==> config.mk <==
export PLATFORM = sky130hd
export DESIGN_NAME = cb_prefix_bit_shift_unit_top
export DESIGN_NICKNAME = d
export VERILOG_FILES = /design/src/cbsu_pkg.sv /design/src/cbsu_regs.sv /design/src/cbsu_alu.sv /design/src/cb_prefix_bit_shift_unit_top.sv
export SDC_FILE = /design/constraint.sdc
export NUM_CORES = 1
export LEC_CHECK = 0
export BUFFER_PORTS_ARGS = -buffer_cell sky130_fd_sc_hd__buf_4
export CORE_UTILIZATION = 50
export CTS_BUF_LIST = sky130_fd_sc_hd__clkbuf_8
export CTS_CLUSTER_SIZE = 30
export DETAILED_ROUTE_END_ITERATION = 8
export PLACE_DENSITY = 0.68
export SLEW_MARGIN = 20
export SYNTH_ARGS = -nofsm -noshare
export SYNTH_HDL_FRONTEND = slang
export SYNTH_HIERARCHICAL = 1
export SYNTH_SLANG_ARGS = --single-unit
==> constraint.sdc <==
create_clock -name clk -period 9.9 [get_ports clk]
set_input_delay 0.99 -clock clk [delete_from_list [all_inputs] [get_ports clk]]
set_output_delay 0.99 -clock clk [all_outputs]
set_load 0.05 [all_outputs]
==> src/cbsu_pkg.sv <==
// Shared types and constants for the CB-prefix bit and shift unit.
// Used by the register file, execute logic, top level and testbench; depends on nothing.
package cbsu_pkg;

  // Flag bit positions in the flag byte.
  localparam int unsigned FlagS = 7;
  localparam int unsigned FlagZ = 6;
  localparam int unsigned FlagH = 4;
  localparam int unsigned FlagP = 2;
  localparam int unsigned FlagN = 1;
  localparam int unsigned FlagC = 0;

  // Flag bits this unit never touches (the undocumented bits 5 and 3).
  localparam logic [7:0] FlagKeepMask = 8'h28;

  // Operand select that names the memory byte instead of a register.
  localparam logic [2:0] SelMemory = 3'd6;

  // Instruction class in opcode bits 7..6.
  typedef enum logic [1:0] {
    CLS_SHIFT = 2'd0,
    CLS_BIT   = 2'd1,
    CLS_RES   = 2'd2,
    CLS_SET   = 2'd3
  } cls_t;

  // Rotate and shift kind in opcode bits 5..3.
  typedef enum logic [2:0] {
    SK_RLC = 3'd0,
    SK_RRC = 3'd1,
    SK_RL  = 3'd2,
    SK_RR  = 3'd3,
    SK_SLA = 3'd4,
    SK_SRA = 3'd5,
    SK_SLL = 3'd6,
    SK_SRL = 3'd7
  } shift_kind_t;

  // Write-back from the execute logic to the register file and flag register.
  typedef struct packed {
    logic       en;       // an instruction completes this cycle
    logic       reg_we;   // the selected register takes the result
    logic [2:0] sel;
    logic [7:0] data;
    logic [7:0] flags;
  } wb_t;

endpackage

==> src/cbsu_regs.sv <==
// Register file (B, C, D, E, H, L, A) and flag register of the unit.
// Depends on cbsu_pkg for the write-back struct.
module cbsu_regs
  import cbsu_pkg::*;
(
  input  logic       clk,
  input  logic       rst_n,
  input  logic [2:0] rd_sel,
  output logic [7:0] rd_data,
  output logic [7:0] flags,
  input  wb_t        wb
);

  logic [7:0] rf_r [8];
  logic [7:0] flags_r;

  // Registers and flags update when an instruction completes.
  always_ff @(posedge clk) begin
    if (!rst_n) begin
      for (int i = 0; i < 8; i++) begin
        rf_r[i] <= 8'h00;
      end
      flags_r <= 8'h00;
    end else if (wb.en) begin
      flags_r <= wb.flags;
      if (wb.reg_we) begin
        rf_r[wb.sel] <= wb.data;
      end
    end
  end

  // Single read port for the operand.
  assign rd_data = rf_r[rd_sel];
  assign flags   = flags_r;

endmodule

==> src/cbsu_alu.sv <==
// Execute logic: rotate/shift, BIT, RES and SET on one operand byte.
// Depends on cbsu_pkg for classes, shift kinds and flag positions.
module cbsu_alu
  import cbsu_pkg::*;
(
  input  logic [7:0] op,
  input  logic [7:0] memory_byte,
  input  logic [7:0] reg_data,
  input  logic [7:0] flags_in,
  output logic       write_memory,
  output logic       reg_we,
  output logic [7:0] result_byte,
  output logic [7:0] flags_out
);

  logic [2:0]  sel;
  logic [2:0]  mid;
  logic        is_mem;
  logic [7:0]  v;
  logic [7:0]  sh_r;
  logic        sh_c;
  logic [7:0]  sh_flags;
  logic [7:0]  bit_mask;
  logic        changes;

  assign sel      = op[2:0];
  assign mid      = op[5:3];
  assign is_mem   = (sel == SelMemory);
  assign v        = is_mem ? memory_byte : reg_data;
  assign bit_mask = 8'h01 << mid;

  // Rotate and shift datapath; carry takes the bit shifted out.
  always_comb begin
    sh_r = v;
    sh_c = 1'b0;
    unique case (shift_kind_t'(mid))
      SK_RLC: begin sh_c = v[7]; sh_r = {v[6:0], v[7]};           end
      SK_RRC: begin sh_c = v[0]; sh_r = {v[0], v[7:1]};           end
      SK_RL:  begin sh_c = v[7]; sh_r = {v[6:0], flags_in[FlagC]}; end
      SK_RR:  begin sh_c = v[0]; sh_r = {flags_in[FlagC], v[7:1]}; end
      SK_SLA: begin sh_c = v[7]; sh_r = {v[6:0], 1'b0};           end
      SK_SRA: begin sh_c = v[0]; sh_r = {v[7], v[7:1]};           end
      SK_SLL: begin sh_c = v[7]; sh_r = {v[6:0], 1'b1};           end
      SK_SRL: begin sh_c = v[0]; sh_r = {1'b0, v[7:1]};           end
    endcase
  end

  // Shift flags: S, Z, even parity and carry; H and N cleared.
  always_comb begin
    sh_flags        = flags_in & FlagKeepMask;
    sh_flags[FlagS] = sh_r[7];
    sh_flags[FlagZ] = (sh_r == 8'h00);
    sh_flags[FlagP] = ~^sh_r;
    sh_flags[FlagC] = sh_c;
  end

  // Class select for result and flags.
  always_comb begin
    result_byte = v;
    flags_out   = flags_in;
    changes     = 1'b1;
    unique case (cls_t'(op[7:6]))
      CLS_SHIFT: begin
        result_byte = sh_r;
        flags_out   = sh_flags;
      end
      CLS_BIT: begin
        changes          = 1'b0;
        flags_out[FlagZ] = ~|(v & bit_mask);
        flags_out[FlagH] = 1'b1;
        flags_out[FlagN] = 1'b0;
      end
      CLS_RES: result_byte = v & ~bit_mask;
      CLS_SET: result_byte = v | bit_mask;
    endcase
  end

  assign write_memory = changes & is_mem;
  assign reg_we       = changes & ~is_mem;

endmodule

==> src/cb_prefix_bit_shift_unit_top.sv <==
// Top level of the CB-prefix bit and shift unit.
// Depends on cbsu_pkg, cbsu_regs and cbsu_alu.

// Executes the second byte of CB-prefixed instructions (rotate/shift, BIT,
// RES, SET) on one of seven internal registers or on a memory byte supplied
// with the word. One word is accepted per clock cycle while in_stall is low
// and each word gives exactly one result word, which passes through the
// input register and then the result register, and is taken at a clock
// edge when the output is not stalled. The one level of execute logic
// between these registers reads and writes the register file and flag
// register; successive words see each other's register and flag updates
// with no bubble. When out_stall holds a result, one more word waits in
// the input register before in_stall rises. Reset clears all registers
// and flags to zero.
module cb_prefix_bit_shift_unit_top
  import cbsu_pkg::*;
(
  input  logic       clk,
  input  logic       rst_n,
  input  logic       in_valid,
  output logic       in_stall,
  input  logic [7:0] in_op,
  input  logic [7:0] in_memory_byte,
  output logic       out_valid,
  input  logic       out_stall,
  output logic       out_write_memory,
  output logic [7:0] out_result_byte,
  output logic [7:0] out_flags_out
);

  logic       s1_vld_r;
  logic [7:0] op_r;
  logic [7:0] mem_r;
  logic       out_vld_r;
  logic       wmem_r;
  logic [7:0] res_r;
  logic [7:0] flg_r;

  logic       s1_go;
  logic       in_take;
  logic [7:0] rd_data;
  logic [7:0] flags_cur;
  logic       alu_wmem;
  logic       alu_reg_we;
  logic [7:0] alu_res;
  logic [7:0] alu_flags;
  wb_t        wb;

  // Handshake: the input word moves on when the result register is free.
  assign s1_go    = s1_vld_r & (~out_vld_r | ~out_stall);
  assign in_stall = s1_vld_r & ~s1_go;
  assign in_take  = in_valid & ~in_stall;

  // Input register.
  always_ff @(posedge clk) begin
    if (!rst_n) begin
      s1_vld_r <= 1'b0;
    end else begin
      s1_vld_r <= in_take | (s1_vld_r & ~s1_go);
    end
    if (in_take) begin
      op_r  <= in_op;
      mem_r <= in_memory_byte;
    end
  end

  cbsu_regs u_regs (
    .clk     (clk),
    .rst_n   (rst_n),
    .rd_sel  (op_r[2:0]),
    .rd_data (rd_data),
    .flags   (flags_cur),
    .wb      (wb)
  );

  cbsu_alu u_alu (
    .op           (op_r),
    .memory_byte  (mem_r),
    .reg_data     (rd_data),
    .flags_in     (flags_cur),
    .write_memory (alu_wmem),
    .reg_we       (alu_reg_we),
    .result_byte  (alu_res),
    .flags_out    (alu_flags)
  );

  // Architectural update happens when the word enters the result register.
  assign wb.en     = s1_go;
  assign wb.reg_we = alu_reg_we;
  assign wb.sel    = op_r[2:0];
  assign wb.data   = alu_res;
  assign wb.flags  = alu_flags;

  // Result register.
  always_ff @(posedge clk) begin
    if (!rst_n) begin
      out_vld_r <= 1'b0;
    end else begin
      out_vld_r <= s1_go | (out_vld_r & out_stall);
    end
    if (s1_go) begin
      wmem_r <= alu_wmem;
      res_r  <= alu_res;
      flg_r  <= alu_flags;
    end
  end

  assign out_valid        = out_vld_r;
  assign out_write_memory = wmem_r;
  assign out_result_byte  = res_r;
  assign out_flags_out    = flg_r;

endmodule

=== Yosys cells after proc, flatten, opt, wreduce, memory -nomap -nowiden ===
Memories as Yosys holds them, arrays and structs flattened. A register that Yosys moved wholly into a read port is not among the register bits.
Cells that the tools add are included.

* Bits in registers: 41
* Memories kept: 1
* Output and inout port bits: 19
* Memory bits (writable): 64

* Eq/ne operators: 11
* Shift operators: 1
* Bitwise logic cells: 18
* Mux-type cells: 20
* Reduce and logical (&&, ||, !) cells: 10

{| class="wikitable"
|+ Memories
! name !! words !! bits a word !! read ports !! clocked after memory_dff !! write ports !! RTL line !! text
|-
| u_regs.rf_r || 8 || 8 || 1 || 1 || 8 || cbsu_regs.sv:14 || <nowiki>logic [7:0] rf_r [8];</nowiki>
|}

{| class="wikitable"
|+ Operator list
! cell !! number
|-
| 8-bit case mux with 8 select lines || 1
|-
| 8-bit case mux with 3 select lines || 1
|-
| 8-bit bitwise AND || 2
|-
| 8-bit 2-to-1 mux || 2
|-
| 8-bit OR reduction || 2
|-
| 3-bit == test, second input constant || 5
|-
| 1-bit 2-to-1 mux || 11
|-
| 8-bit zero test || 1
|-
| 8-bit NOT || 1
|-
| 8-bit bitwise OR || 1
|-
| 4-bit OR reduction || 2
|-
| 8-bit XNOR reduction || 1
|-
| 1-bit by 3-bit left shift with 8-bit output, first input constant || 1
|-
| 1-bit bitwise AND || 6
|-
| 3-bit by 2-bit == test with 1-bit output, second input constant || 2
|-
| 3-bit 2-to-1 mux || 2
|-
| 1-bit case mux with 2 select lines || 3
|-
| 1-bit NOT || 5
|-
| 2-bit == test, second input constant || 2
|-
| 3-bit by 1-bit == test with 1-bit output, second input constant || 1
|-
| 3-bit zero test || 1
|-
| 1-bit bitwise OR || 3
|-
| 2-bit by 1-bit == test with 1-bit output, second input constant || 1
|-
| 2-bit zero test || 1
|-
| other kinds (2) || 2
|}

=== Longest topological paths before layout ===
* Depth after elaboration: 9
* Depth in mapped cells: 13
* Mapped depth without buffers: 11

=== By module ===
The synthesis kept the hierarchy.

{| class="wikitable"
|+ By module, submodules not included
! module !! area an instance (um^2) !! sequential area each (um^2) !! cells each !! times used
|-
| cbsu_regs || 3,256.9 || 2,082.0 || 218 || 1
|-
| cb_prefix_bit_shift_unit_top || 1,074.8 || 1,031.0 || 41 || 1
|-
| cbsu_alu || 812.0 || 0.0 || 108 || 1
|}

=== Worst setup path after synthesis ===
Ideal clock, no wire load.

* Kind: input -> register
* From: input port out_stall
* To: memory u_regs.rf_r[2][0], enable pin
* Arrival: 3.666 ns
* Library setup time: 0.384 ns
* Stages on the path: 5
* Path slack: 5.850 ns
* Cells stage by stage: a21boi_0 buf_2 nand2b_1 clkbuf_1 o21ai_0

{| class="wikitable"
|+ RTL lines
! item !! RTL line !! text
|-
| start: declaration || cb_prefix_bit_shift_unit_top.sv:25 || <nowiki>input logic out_stall,</nowiki>
|-
| end: declaration || cbsu_regs.sv:14 ||
|}

==> results.yml <==
synth:
  synth_nets: 391
  synth_edf_count: 97
  synth_area_um2: 5144
  yosys.cell_types.count: 46
  postSynthAreaPerCell_um2: 14.02
  seq_area_frac_synth_pct: 60.52
  ys_seq_elements: 107
  synth_top_area_share_pct: 56.63
  yosys_most_used_dff: "edfxtp_1"
  synthArstFlopShare_pct: 0
  ys.warnings.count: 6
  synth_top_area_cell: "edfxtp_1"
  syn_inst: 367
  ys_top_cells_by_area: "edfxtp_1 (57%), mux4_1 (8.2%), nor3_1 (6.3%)"
timing:
  period_minus_slack_ns: 3.799
  fmaxAchievable_mhz: 263.2
  hold_viol: 0
  rsz0062_at_grt: "false"
  setup_tns_ns: 0
  min_period_over_period_pct: 38.38
  max_slew_margin_pct: 27.23
  skew_ns: 0.01527
  finalSetupViolations: 0
  tightest_slew_ns: 1.080
  report.final.slew_viol_count: 0
floorplan:
  dieArea_um2: 10700
  core-area_um2: 9864
  pin_count: 39
  floorplan.initialDensity_pct: 52.14
  fp.dieH_um: 103.4
  num_rows: 36
  die_w_um: 103.4
critical_path:
  crit_required_ns: 9.89
  slowest_stage: "o21ai_0"
  critical_path.startpoint_type: "flop"
  path_cells: "nand3b_4 > inv_1 > nor2_1 > nand4bb_1 > o21ai_0"
  path_delay_family: "simple AND/OR/NAND/NOR gates"
  end_kind: "flop"
  critPathMaxFanout: 19
  worstPathArrival_ns: 3.79
  path_buf_inv: 1
  cp_slowest_stage_delay_ns: 1.11
  worstSetupPathType: "reg -> reg"
pwr:
  pwr_density_cell_nw_per_um2: 168.4
  p_leak_nw: 2.001
  ir_drop_v: 0.00006728
route:
  drc: 0
  drt_iter0_drc: 283
  drtPass1Iterations: 5
  vias: 3276
  routed_wirelength_um: 11760
  ant_nets: 0
  wl_per_cell_um: 22.31
  vias_per_cell: 6.216
clock_network:
  postCtsSetupRepairBufs: 0
  root_buffer: "clkbuf_8"
  postCtsResizedCells: 0
  cts_tree: "done"
  clock_path_buffers: 2
  h-tree-depth: 3
  ctsHoldBuffers: 0
  cts_sinks: 107
  clk_latency_ns: 0.37
  path_clk_slew_ns: 0.10
  cts_buffers: 9
grt:
  grt_max_degree: 37
  gr-usage-all-layers_pct: 23.58
  overflow: 0
  antenna_found_initial: 0
  grt_pass1_vias: 3029
  grt_pass1_wl_um: 17640
final_layout:
  fillers: 791
  drive_above_1_share_pct: 19.80
  area_growth_pct: 9.657
  antennaDiodeCount: 0
  finalNetCount: 413
  fin_cells: 527
hold_path:
  hold_path.class: "reg -> reg"
placement:
  placed_cells: 511
  port_buffers: 38
  hpwlAfterDp_um: 7943
  place.gp.congestion: 0.9043
run:
  maxCapViolations: 0
status:
  status: "complete, no violations"
## synthesized netlist by cell type (2+ instances only)
library cell and n:
nand2b_1 2, a21boi_0 2, a21oi_1 7, buf_2 3
clkbuf_1 17, o21ai_0 22, a211oi_1 2, buf_4 2
inv_1 3, a31oi_1 2, clkbuf_8 4, edfxtp_1 97
mux4_2 3, nand2_1 14, mux4_1 16, a21o_1 3
dfxtp_1 10, mux2_2 14, clkinv_1 8, ha_1 4
mux2i_1 16, xnor2_1 2, o221ai_1 2, nand3_1 3
nor2b_1 12, nor2_1 6, nor3_1 65, and2_1 2
buf_6 2, o22a_1 4, nand4_1 2, nand4b_1 2
## sequential cells by signal, summed over array words and instances, names as in the netlist
name and cells:
mem_r 8, op_r 8, out_flags_out 8, out_result_byte 8
out_valid 1, out_write_memory 1, s1_vld_r 1, u_regs/flags 8
u_regs/rf_r 64
## metrics by stage
| step | setup WS (ns) | power (mW) | hold slack [ns] | util [%] | cell area, um^2 |
|---|---|---|---|---|---|
| floorplan | 5.850 | 0.6341 | 0.4744 | - | 5144 |
| global placement | 6.174 | 0.6779 | 0.4347 | 55.09 | 5434 |
| detailed placement | 6.099 | 0.6789 | 0.4373 | 55.09 | 5434 |
| CTS | 6.068 | 0.9533 | 0.4638 | 57.18 | 5640 |
| global route | 5.827 | 0.9824 | 0.4774 | 57.18 | 5640 |
| finish | 6.101 | 0.9498 | 0.4611 | 57.18 | 5640 |
## logic make-up (layout without fill, tap and decap cells)
group	after synthesis	in the layout	share of synthesized area [%]
and+or+nand+nor	115	115	11.99
DFF	107	107	60.52
muxes	49	49	15.67
AOI/OAI and AO/OA	48	48	5.741
buffers and inverters	41	68	4.597
adders and majority gates	4	4	0.9730
xor gates and xnor gates	3	3	0.5109
## power by group
part,total [mW],internal (mW),switching (mW)
clock,0.278,0.122,0.156
sequential,0.532,0.514,0.0174
combinational,0.140,0.0513,0.0890
## placed cells by master (no fill, tap or decap), types with 10 or more instances in the layout
master | netlist | routed
dfxtp_1 | 10 | 10
mux4_1 | 16 | 16
mux2i_1 | 16 | 16
nor3_1 | 65 | 65
o21ai_0 | 22 | 15
buf_4 | 2 | 41
mux2_2 | 14 | 14
nand2_1 | 14 | 14
edfxtp_1 | 97 | 97
nor2b_1 | 12 | 12
## path summary, 6_finish.rpt
check | slack, ns | depth (start not counted) | startpoint | endpoint
hold / removal | 0.46 | 0 | u_regs/flags[3]$_SDFFE_PN0P_ | out_flags_out[3]$_DFFE_PP_
setup / recovery | 6.10 | 5 | op_r[0]$_DFFE_PP_ | u_regs/rf_r[0][4]$_SDFFCE_PN0P_
setup reg to reg | 6.10 | 5 | op_r[0]$_DFFE_PP_ | u_regs/rf_r[0][4]$_SDFFCE_PN0P_
hold reg to reg | 0.46 | 0 | u_regs/flags[3]$_SDFFE_PN0P_ | out_flags_out[3]$_DFFE_PP_
## area by class of cell
cell class / instances / area [um^2] / area share, %
clock buffer: 9 / 123.9 / 2.196
tap: 133 / 166.4 / 2.950
clock inverter: 7 / 82.58 / 1.464
timing repair buffer: 41 / 307.8 / 5.457
sequential: 107 / 3113 / 55.19
inverter: 11 / 41.29 / 0.7320
multi-input combinational: 219 / 1805 / 32.01
## metal layers
layer  wire length [um]  GRT usage [%]
met1               4861          32.10
met2               5738          37.75
met3                773          3.965
met4                384          9.967
met5                  0              0
Power figures use the tool's default switching activity.
